File: config.mk
export PLATFORM = sky130hd
export DESIGN_NAME = whole_word_token_replacer
export DESIGN_NICKNAME = d
export VERILOG_FILES = /design/src/wwtr_pkg.sv /design/src/wwtr_token_ctl.sv /design/src/wwtr_run_buf.sv /design/src/whole_word_token_replacer.sv
export SDC_FILE = /design/constraint.sdc
export NUM_CORES = 1
export LEC_CHECK = 0
export BUFFER_PORTS_ARGS = -buffer_cell sky130_fd_sc_hd__buf_2
export CAP_MARGIN = 20
export CORE_MARGIN = 4
export CORE_UTILIZATION = 51
export CTS_CLUSTER_SIZE = 14
export DETAILED_ROUTE_END_ITERATION = 8
export GPL_TIMING_DRIVEN = 0
export HOLD_SLACK_MARGIN = 0.08
export PLACE_DENSITY = 0.72
export SLEW_MARGIN = 20
export SYNTH_ARGS = -nofsm -noshare
export SYNTH_HDL_FRONTEND = slang
export SYNTH_SLANG_ARGS = --single-unit
File: constraint.sdc
create_clock -name i_clk -period 6.15 [get_ports i_clk]
set_input_delay 0.9225 -clock i_clk [delete_from_list [all_inputs] [get_ports i_clk]]
set_output_delay 0.9225 -clock i_clk [all_outputs]
set_load 0.01 [all_outputs]
File: src/wwtr_pkg.sv
// Shared types and constants for the whole-word token replacer.
// Used by every module in src; depends on nothing else.
package wwtr_pkg;

    // Token delimiter.
    localparam logic [7:0] SPACE_BYTE = 8'h20;

    // Configuration register indexes.
    typedef enum logic [1:0] {
        CFG_TARGET_WORD        = 2'd0,
        CFG_TARGET_LENGTH      = 2'd1,
        CFG_REPLACEMENT_WORD   = 2'd2,
        CFG_REPLACEMENT_LENGTH = 2'd3
    } t_cfg_idx;

    // One input item.
    typedef struct packed {
        logic [7:0] text_byte;
        logic       end_of_text;
    } t_in_item;

    // One result item.
    typedef struct packed {
        logic [7:0]  out_byte;
        logic        last_of_run;
        logic        text_done;
        logic [31:0] replacements_so_far;
    } t_out_item;

    // Burst of results caused by one input item: a leading run of bytes
    // taken from a word, then an optional trailing byte.
    typedef struct packed {
        logic [63:0] word;
        logic [3:0]  base_len;
        logic [7:0]  tail;
        logic [3:0]  total;
        logic        end_of_text;
        logic [31:0] count;
    } t_run;

    // Force a length into the range 1..max_len.
    function automatic logic [3:0] clamp_len(input logic [3:0] len,
                                             input logic [3:0] max_len);
        logic [3:0] res;
        if (len == 4'd0) begin
            res = 4'd1;
        end else if (len > max_len) begin
            res = max_len;
        end else begin
            res = len;
        end
        return res;
    endfunction

endpackage

File: src/wwtr_token_ctl.sv
// Token match tracking and result burst builder for one text byte.
// Depends on wwtr_pkg for the item, burst and delimiter definitions.
module wwtr_token_ctl (
    input  logic               i_clk,
    input  logic               i_rst_n,
    input  logic               i_take,
    input  wwtr_pkg::t_in_item i_item,
    input  logic [63:0]        i_target_word,
    input  logic [3:0]         i_target_len,
    input  logic [63:0]        i_repl_word,
    input  logic [3:0]         i_repl_len,
    output wwtr_pkg::t_run     o_run,
    output logic               o_has_run
);
    import wwtr_pkg::*;

    logic [3:0]  r_mpl;
    logic        r_pt;
    logic [31:0] r_count;
    logic [3:0]  n_mpl;
    logic        n_pt;
    logic [31:0] n_count;

    logic        is_space;
    logic        byte_hit;
    logic [3:0]  mpl_inc;
    logic        use_repl;
    logic        bump;
    logic        has_tail;
    logic [3:0]  base_len;

    assign is_space = (i_item.text_byte == SPACE_BYTE);
    assign mpl_inc  = r_mpl + 4'd1;
    assign byte_hit = (r_mpl < i_target_len) &&
                      (i_item.text_byte == i_target_word[{r_mpl[2:0], 3'b000} +: 8]);

    // Decide the next match state and the shape of the result burst.
    always_comb begin
        n_mpl    = r_mpl;
        n_pt     = r_pt;
        use_repl = 1'b0;
        bump     = 1'b0;
        has_tail = 1'b0;
        base_len = 4'd0;
        if (is_space) begin
            // A space closes the token: replacement or held prefix, then the space.
            has_tail = 1'b1;
            if (!r_pt && r_mpl == i_target_len) begin
                use_repl = 1'b1;
                base_len = i_repl_len;
                bump     = 1'b1;
            end else if (!r_pt) begin
                base_len = r_mpl;
            end
            n_mpl = 4'd0;
            n_pt  = 1'b0;
        end else if (r_pt) begin
            has_tail = 1'b1;
            if (i_item.end_of_text) begin
                n_pt = 1'b0;
            end
        end else if (byte_hit) begin
            // Still a prefix of the target: hold unless the text ends here.
            n_mpl = mpl_inc;
            if (i_item.end_of_text) begin
                if (mpl_inc == i_target_len) begin
                    use_repl = 1'b1;
                    base_len = i_repl_len;
                    bump     = 1'b1;
                end else begin
                    base_len = mpl_inc;
                end
                n_mpl = 4'd0;
            end
        end else begin
            // Mismatch: release the held prefix and this byte.
            base_len = r_mpl;
            has_tail = 1'b1;
            n_mpl    = 4'd0;
            n_pt     = !i_item.end_of_text;
        end
    end

    // Saturating replacement count.
    always_comb begin
        n_count = r_count;
        if (bump && r_count != 32'hFFFF_FFFF) begin
            n_count = r_count + 32'd1;
        end
    end

    always_comb begin
        o_run.word        = use_repl ? i_repl_word : i_target_word;
        o_run.base_len    = base_len;
        o_run.tail        = i_item.text_byte;
        o_run.total       = base_len + {3'b000, has_tail};
        o_run.end_of_text = i_item.end_of_text;
        o_run.count       = n_count;
    end

    assign o_has_run = (o_run.total != 4'd0);

    // Match state, updated once per processed item.
    always_ff @(posedge i_clk) begin
        if (!i_rst_n) begin
            r_mpl   <= 4'd0;
            r_pt    <= 1'b0;
            r_count <= 32'd0;
        end else if (i_take) begin
            r_mpl   <= n_mpl;
            r_pt    <= n_pt;
            r_count <= n_count;
        end
    end

endmodule

File: src/wwtr_run_buf.sv
// Result register that drains one burst one byte per transfer.
// Depends on wwtr_pkg for the burst and result item types.
module wwtr_run_buf (
    input  logic                i_clk,
    input  logic                i_rst_n,
    input  logic                i_load,
    input  wwtr_pkg::t_run      i_run,
    output logic                o_free,
    output logic                o_out_valid,
    input  logic                i_out_ready,
    output wwtr_pkg::t_out_item o_out_item
);
    import wwtr_pkg::*;

    logic       r_valid;
    logic [3:0] r_idx;
    t_run       r_run;
    logic [3:0] idx_inc;
    logic       last;
    logic       beat;

    assign idx_inc     = r_idx + 4'd1;
    assign last        = (idx_inc == r_run.total);
    assign beat        = r_valid && i_out_ready;
    assign o_free      = !r_valid || (beat && last);
    assign o_out_valid = r_valid;

    // Current result: word bytes first, then the trailing byte.
    always_comb begin
        o_out_item.out_byte = (r_idx < r_run.base_len) ?
                              r_run.word[{r_idx[2:0], 3'b000} +: 8] : r_run.tail;
        o_out_item.last_of_run         = last;
        o_out_item.text_done           = last && r_run.end_of_text;
        o_out_item.replacements_so_far = r_run.count;
    end

    // Burst control.
    always_ff @(posedge i_clk) begin
        if (!i_rst_n) begin
            r_valid <= 1'b0;
            r_idx   <= 4'd0;
        end else if (i_load) begin
            r_valid <= 1'b1;
            r_idx   <= 4'd0;
        end else if (beat && last) begin
            r_valid <= 1'b0;
        end else if (beat) begin
            r_idx <= idx_inc;
        end
    end

    // Burst payload.
    always_ff @(posedge i_clk) begin
        if (i_load) begin
            r_run <= i_run;
        end
    end

endmodule

File: src/whole_word_token_replacer.sv
// Top level of the whole-word token replacer.
// Depends on wwtr_pkg, wwtr_token_ctl and wwtr_run_buf.
//
// Usage: text bytes enter on the input channel (valid/ready), one byte per
// transfer, with end_of_text set on the final byte. Rewritten bytes leave on
// the output channel, one byte per transfer. A token equal to the target word
// comes out as the replacement word; other bytes come out unchanged.
// Configuration is written through the plain write port while the block is
// idle; lengths outside 1..MAX_TOKEN_BYTES are clamped.
// An accepted byte waits in the input register until it is processed; a byte
// that yields results is then loaded into the result register, which offers
// its first result.
// Throughput: one byte per cycle while each byte yields at most one result
// and the receiver is ready. A byte that releases a burst of results (up to
// MAX_TOKEN_BYTES + 1) occupies the result register until its last result is
// taken; bytes held as part of a partial match produce no result and pass even while the result register is busy.
// Receiver stall: the result register holds its byte, and the input register
// keeps taking bytes until it holds one that yields results; then ready drops.
// Reset: words return to 0, lengths to 1, match state and count to zero.
module whole_word_token_replacer #(
    parameter int MAX_TOKEN_BYTES = 8
) (
    input  logic                i_clk,
    input  logic                i_rst_n,
    input  logic                i_cfg_we,
    input  logic [1:0]          i_cfg_index,
    input  logic [63:0]         i_cfg_data,
    input  logic                i_in_valid,
    output logic                o_in_ready,
    input  wwtr_pkg::t_in_item  i_in_item,
    output logic                o_out_valid,
    input  logic                i_out_ready,
    output wwtr_pkg::t_out_item o_out_item
);
    import wwtr_pkg::*;

    localparam logic [3:0] MaxLen = 4'(MAX_TOKEN_BYTES);

    logic [63:0] r_target_word;
    logic [3:0]  r_target_len;
    logic [63:0] r_repl_word;
    logic [3:0]  r_repl_len;
    logic        r_in_valid;
    t_in_item    r_in_item;

    logic        take;
    logic        has_run;
    logic        buf_free;
    t_run        run;

    // Configuration registers.
    always_ff @(posedge i_clk) begin
        if (!i_rst_n) begin
            r_target_word <= 64'd0;
            r_target_len  <= 4'd1;
            r_repl_word   <= 64'd0;
            r_repl_len    <= 4'd1;
        end else if (i_cfg_we) begin
            case (t_cfg_idx'(i_cfg_index))
                CFG_TARGET_WORD:        r_target_word <= i_cfg_data;
                CFG_TARGET_LENGTH:      r_target_len  <= i_cfg_data[3:0];
                CFG_REPLACEMENT_WORD:   r_repl_word   <= i_cfg_data;
                CFG_REPLACEMENT_LENGTH: r_repl_len    <= i_cfg_data[3:0];
                default: ;
            endcase
        end
    end

    // Input register: frees when its byte is processed.
    assign take       = r_in_valid && (buf_free || !has_run);
    assign o_in_ready = !r_in_valid || take;

    always_ff @(posedge i_clk) begin
        if (!i_rst_n) begin
            r_in_valid <= 1'b0;
        end else if (i_in_valid && o_in_ready) begin
            r_in_valid <= 1'b1;
        end else if (take) begin
            r_in_valid <= 1'b0;
        end
    end

    always_ff @(posedge i_clk) begin
        if (i_in_valid && o_in_ready) begin
            r_in_item <= i_in_item;
        end
    end

    wwtr_token_ctl u_ctl (
        .i_clk         (i_clk),
        .i_rst_n       (i_rst_n),
        .i_take        (take),
        .i_item        (r_in_item),
        .i_target_word (r_target_word),
        .i_target_len  (clamp_len(r_target_len, MaxLen)),
        .i_repl_word   (r_repl_word),
        .i_repl_len    (clamp_len(r_repl_len, MaxLen)),
        .o_run         (run),
        .o_has_run     (has_run)
    );

    wwtr_run_buf u_buf (
        .i_clk       (i_clk),
        .i_rst_n     (i_rst_n),
        .i_load      (take && has_run),
        .i_run       (run),
        .o_free      (buf_free),
        .o_out_valid (o_out_valid),
        .i_out_ready (i_out_ready),
        .o_out_item  (o_out_item)
    );

`ifndef ASSERT_OFF
    // A burst never overwrites one that is still draining.
    a_load_when_free: assert property (@(posedge i_clk) disable iff (!i_rst_n)
        (take && has_run) |-> buf_free)
        else $error("burst loaded while result register busy");

    // A burst that is not finished keeps offering results.
    a_burst_continues: assert property (@(posedge i_clk) disable iff (!i_rst_n)
        (o_out_valid && i_out_ready && !o_out_item.last_of_run) |=> o_out_valid)
        else $error("burst ended before its last result");

    // The replacement count seen on the output never goes down.
    a_count_monotonic: assert property (@(posedge i_clk) disable iff (!i_rst_n)
        (o_out_valid && i_out_ready) |=>
        (!o_out_valid || o_out_item.replacements_so_far >=
         $past(o_out_item.replacements_so_far)))
        else $error("replacement count decreased");
`endif

endmodule
Word-level counts from Yosys, hierarchy flattened:

Cells that the tools add are included.

* register bits: 301
* bits of input ports: 80

* $add $sub $neg: 4
* order comparisons: 4
* eq/ne operators: 10
* shift-type cells: 2
* multiplexer cells: 35
* bitwise operators: 2
* reduce and logical (&&, ||, !) cells: 30

Operators with widths (number)
* indexed part select 64 x 7 -> 8 bit: 2
* two-way mux 64 bit: 1
* two-way mux 4 bit: 15
* adder 32 x 1 -> 32 bit (second input constant): 1
* two-way mux 32 bit: 1
* != test 32 bit (second input constant): 1
* two-way mux 1 bit: 17
* equality test 4 bit: 3
* AND reduction 2 bit: 6
* logical AND 1 bit: 9
* adder 4 x 1 -> 4 bit (second input constant): 2
* equality test 8 x 6 -> 1 bit (second input constant): 1
* equality test 8 bit: 1
* greater-than comparator 4 bit (second input constant): 2
* logical NOT 4 bit: 2
* < comparator 4 bit: 2
* two-way mux 8 bit: 1
* logical NOT 1 bit: 5
* adder 4 x 1 -> 4 bit: 1
* equality test 2 bit (second input constant): 2
* nonzero test 2 bit: 2
* nonzero test 4 bit: 1
* logical OR 1 bit: 3
* equality test 2 x 1 -> 1 bit (second input constant): 1
* other kinds (4): 5

Depth between registers and ports, before layout:

* depth in word-level cells: 17
* depth in mapped cells: 24
* gate-level depth less buffers: 22

By module:

From an unflattened synthesis, not the netlist that was laid out.

* cells, all modules: 1300
* area total of the unflattened synthesis: 14473.9 sq um

By module, submodules not included
* whole_word_token_replacer: instances 1, cells an instance 540, area each 5535.3 sq um, seq. area each 3012.9 sq um
* wwtr_run_buf: instances 1, cells an instance 226, area each 4668.2 sq um, seq. area each 3493.4 sq um
* wwtr_token_ctl: instances 1, cells an instance 534, area each 4270.3 sq um, seq. area each 740.7 sq um

Least setup slack after synthesis:

Ideal clock, no wire load.

* path kind: flip-flop to flip-flop
* from: register u_ctl.r_mpl[1]
* to: register u_buf.r_run, in the netlist u_buf.o_out_item[0], enable pin
* setup time: 0.466 ns
* data arrival time: 5.710 ns
* required time: 5.684 ns
* path slack: -0.026 ns
* stages on the path, launching flop included: 19
* buffers on the path: 3
* path through: dfxtp_1 buf_2 mux4_2 mux2i_1 xnor2_1 nor2_2 o31ai_1 nand2_1 o21ai_0 a21oi_1 o32ai_1 ha_1 ha_1 nor3b_1 mux2i_1 buf_6 buf_6 o211ai_2 inv_1

RTL lines
* start: declaration: RTL line wwtr_token_ctl.sv:17 `logic [3:0] r_mpl;`
* start signal: assignment: RTL line wwtr_token_ctl.sv:110 `r_mpl <= n_mpl;`
* end signal: assignment: RTL line wwtr_run_buf.sv:55 `r_run <= i_run;`
* end: declaration: RTL line wwtr_run_buf.sv:17 `t_run r_run;`

==> results.md <==
* GRT overflow at 0
* CP startpoint kind: flop
* CTS Sinks at between 300 and 400
* Rel. slew slack at a little under two fifths
* Slowest cell on the critical path: dfxtp_1
* Worst path cell trace: buf_4, buf_4, mux2i_1, a22oi_1, a21o_1, a21oi_2, nand4_1, nor2_4, nand3_1, o21ai_0, a21oi_1, o32ai_1, ha_1, nor2b_1, o311ai_1, o211ai_1, and2_1, buf_6, o21ai_1, or2_2, buf_2
* Gate Count Post-Synth at roughly 1,500
* Commonest non-fill, non-tap cells in the layout: 342 x nand2_1, 179 x dfxtp_1, 151 x a21oi_1
* Most used cell, CP: buf_4
* Area of the multi-input gates at 6650 um2
* Bufs on Longest Clock Path at 3
* Port Buf Inserts at roughly 120
* DIE AREA at 31,500 um2
* Post-Route WL at around 39 mm
* Async SR Flop Fraction at 0%
* Register area at approximately 7200 um2
* Hold_buf cts at 0
* Final worst path period share at 96.1%
* Detailed Place HPWL at around 29 mm
* Synthesized flop and latch total at 301
* Worst vdd ir at between 0.0002 and 0.00025 V
* Cell area after synthesis at between 10,000 and 15,000 um2
* Sum of negative setup slack at 0 ps
* Main synth FF type: dfxtp_1
* Max_cap viols at 0
* Pins Over Slew Limit at 0
* Share of layout cells above drive strength 1 at 22.3%
* Max stage delay on crit path at between 400 and 500 ps
* Syn. warnings at 0
* Finished Cell Area at ~17,000 um2
* Die width at around 180 um
* Die height at 177 um
* Worst Max-Slew Pin Slew at roughly 950 ps
* Placer Congestion at 0.913
* DP Cell Count at 1,954
* Vias in the first global route at approximately 11,000
* Crit-path max FO at 10
* Final min period at 5910 ps
* Per-cell routed wire length at slightly below 20 um
* Post-synth cell types at 72
* Power Dens Cells at between 200 and 300 nW/um2
* Avg Synthesized Cell Area at just over 10 um2
* Total CTS buffers at 31
* Reg clk slew, reported paths at around 60 ps
* Initial core utilization at 52.2%
* Wire length of the first global-routing pass at a little over 60 mm
* CP top delay family: compound AO/OA/AOI/OAI gates
* Setup violations, final at 0
* Largest net degree at the start of global routing at 33
* HP Class: flop to flop
* IO Pins at 124
* Worst path buffer plus inverter count at 4
* Crit path capture type: primary output
* CTS tree: done
* Top cells by area, synth: edfxtp_1 25%, dfxtp_1 24%, nand2_1 8.8%, mux2i_1 5.3%, a21oi_1 5.2%
* Post-synth EDFFs at 122
* Pre-CTS WS at roughly 370 ps
* Layout area overhead at 14.9%
* Fin. Hold Viols at 0
* CTS Root Cell: clkbuf_16
* Via count at 11,400
* Crit path required time at between 5000 and 6000 ps
* Clock Skews at approximately 14 ps
* H-tree Lvls at 1
* Fillers at approximately 2,400
* Static leakage at between 0.006 and 0.007 uW
* Leading area contributor after synthesis: edfxtp_1
* Total track usage at roughly a quarter
* Non-Filler Instances at just over 2,000
* DR vias/cell at 5.65
* Antenna-violating nets left at 0
* DRC violations left at 0
* Clock insertion delay at the later pin of the skew report at about 560 ps
* Placed Area at 15,800 um2
* Std cell rows at between 60 and 70
* Smallest setup slack after layout at about 240 ps
* Synth Net Count at approximately 1,500
* Final net count at roughly 1,700
* Most common cell after layout, fill and taps aside: nand2_1
* FMAX at between 150 and 200 MHz
* Yosys top cell area share at around 25%
* Drt first pass iters at 5
* Seq/Total Area, Yosys at approximately half
* 1st-iter DRT viols at 860
* Antenna fix cells at 0
* Status: complete, no violations
* Worst path arrival time at ~5000 ps
* Unrepaired setup endpoints after global routing: no
* CP Class: flop to primary output
* Initial antenna violation count at 0
* Placeable Area at approximately 28,000 um2
* Final Core Density at between 60% and 70%
==> per-stage QoR <==
step,total power (uW),hold slack [ps]
2_1_floorplan,2420,424
3_3_place_gp,2560,439
3_5_place_dp,2570,444
4_1_cts,4370,453
5_1_grt,4490,471
6_report,4340,455
==> worst reg2reg max path: stages, from the launching register on <==
cell        delay, ps
dfxtp_1           410
buf_4             250
buf_4             250
mux2i_1           300
a22oi_1           140
a21o_1            210
a21oi_2           120
nand4_1           190
nor2_4            170
nand3_1            90
o21ai_0           190
a21oi_1            90
o32ai_1           260
ha_1              260
nor2b_1           140
o311ai_1          140
a211o_1           320
and2_1            160
buf_6             140
buf_6             160
o211ai_2          320
clkinvlp_4        650
buf_12            440
==> routing by layer <==
metal | global-route usage [%] | routed length [um] | vias up
met5 | 0 | 0 | -
li1 | - | - | 5424
met1 | 31.4 | 15800 | 5458
met2 | 43.0 | 19300 | 414
met4 | 8.96 | 1610 | 0
met3 | 3.86 | 2610 | 91
==> timing repair <==
item	CTS	global route
pin swaps	0	2
endpoints found under the setup margin	1	90
buffers inserted	1	2
resized for setup	2	2
==> registers in the layout (all words and copies together), names as in the netlist <==
| register | cells |
|---|---|
| r_repl_len | 4 |
| u_ctl.r_pt | 1 |
| u_buf.o_out_valid | 1 |
| r_target_word | 64 |
| r_in_item | 9 |
| u_buf.r_idx | 4 |
| r_in_valid | 1 |
| u_buf.r_run | 81 |
| u_buf.o_out_item | 32 |
| u_ctl.r_mpl | 4 |
| r_target_len | 4 |
| u_ctl.r_count | 32 |
| r_repl_word | 64 |
==> synth_stat cells, types with 6 or more instances <==
master and n:
a21o_1 6, a21oi_1 151, a22oi_1 13, and2_1 8
and3_1 23, buf_2 11, buf_4 40, clkbuf_1 74
dfxtp_1 179, edfxtp_1 122, ha_1 12, inv_1 10
mux2_2 66, mux2i_1 77, mux4_2 20, nand2_1 342
nand2b_1 33, nand3_1 43, nand4_1 12, nor2_1 29
nor2b_1 7, nor3_1 8, o21ai_1 6, o22ai_1 6
o31ai_2 6, o32ai_2 10, or3_1 11, xnor2_1 35
xor2_1 11
==> where the power goes <==
| group | switching, uW | internal (uW) |
|---|---|---|
| Sequential | 44.3 | 2160 |
| Combinational | 205 | 123 |
| Clock | 772 | 1040 |
| Total | 1020 | 3320 |
==> area by class of cell <==
class,instances,share of cell area (%)
timing repair buffer,129,4.17
clock inverter,11,0.357
inverter,11,0.268
multi-input combinational,1006,39.6
clock buffer,46,5.55
buffer,132,4.16
tap,378,2.81
sequential,301,43.1
==> path summary, 6_finish.rpt <==
check,slack (ps),startpoint,depth (start not counted),end
max,240,u_ctl.r_mpl[2],21,o_in_ready
max reg2reg,490,u_ctl.r_mpl[2],22,u_buf.r_run[64]
min reg2reg,450,r_repl_word[35],2,r_repl_word[35]
min,450,r_repl_word[35],2,r_repl_word[35]
==> logic make-up after synthesis <==
kind of cell             count (synthesis)  share of synthesized area, %
AND/OR/NAND/NOR                        542                          16.9
flip-flops                             301                          49.5
multiplexers                           163                          13.4
buffers and inverters                  143                          5.05
XOR/XNOR                                46                          2.75
AO/OA/AOI/OAI                          243                          11.3
adder cells (fa/ha/maj)                 12                          1.03
Power figures use the tool's default switching activity.
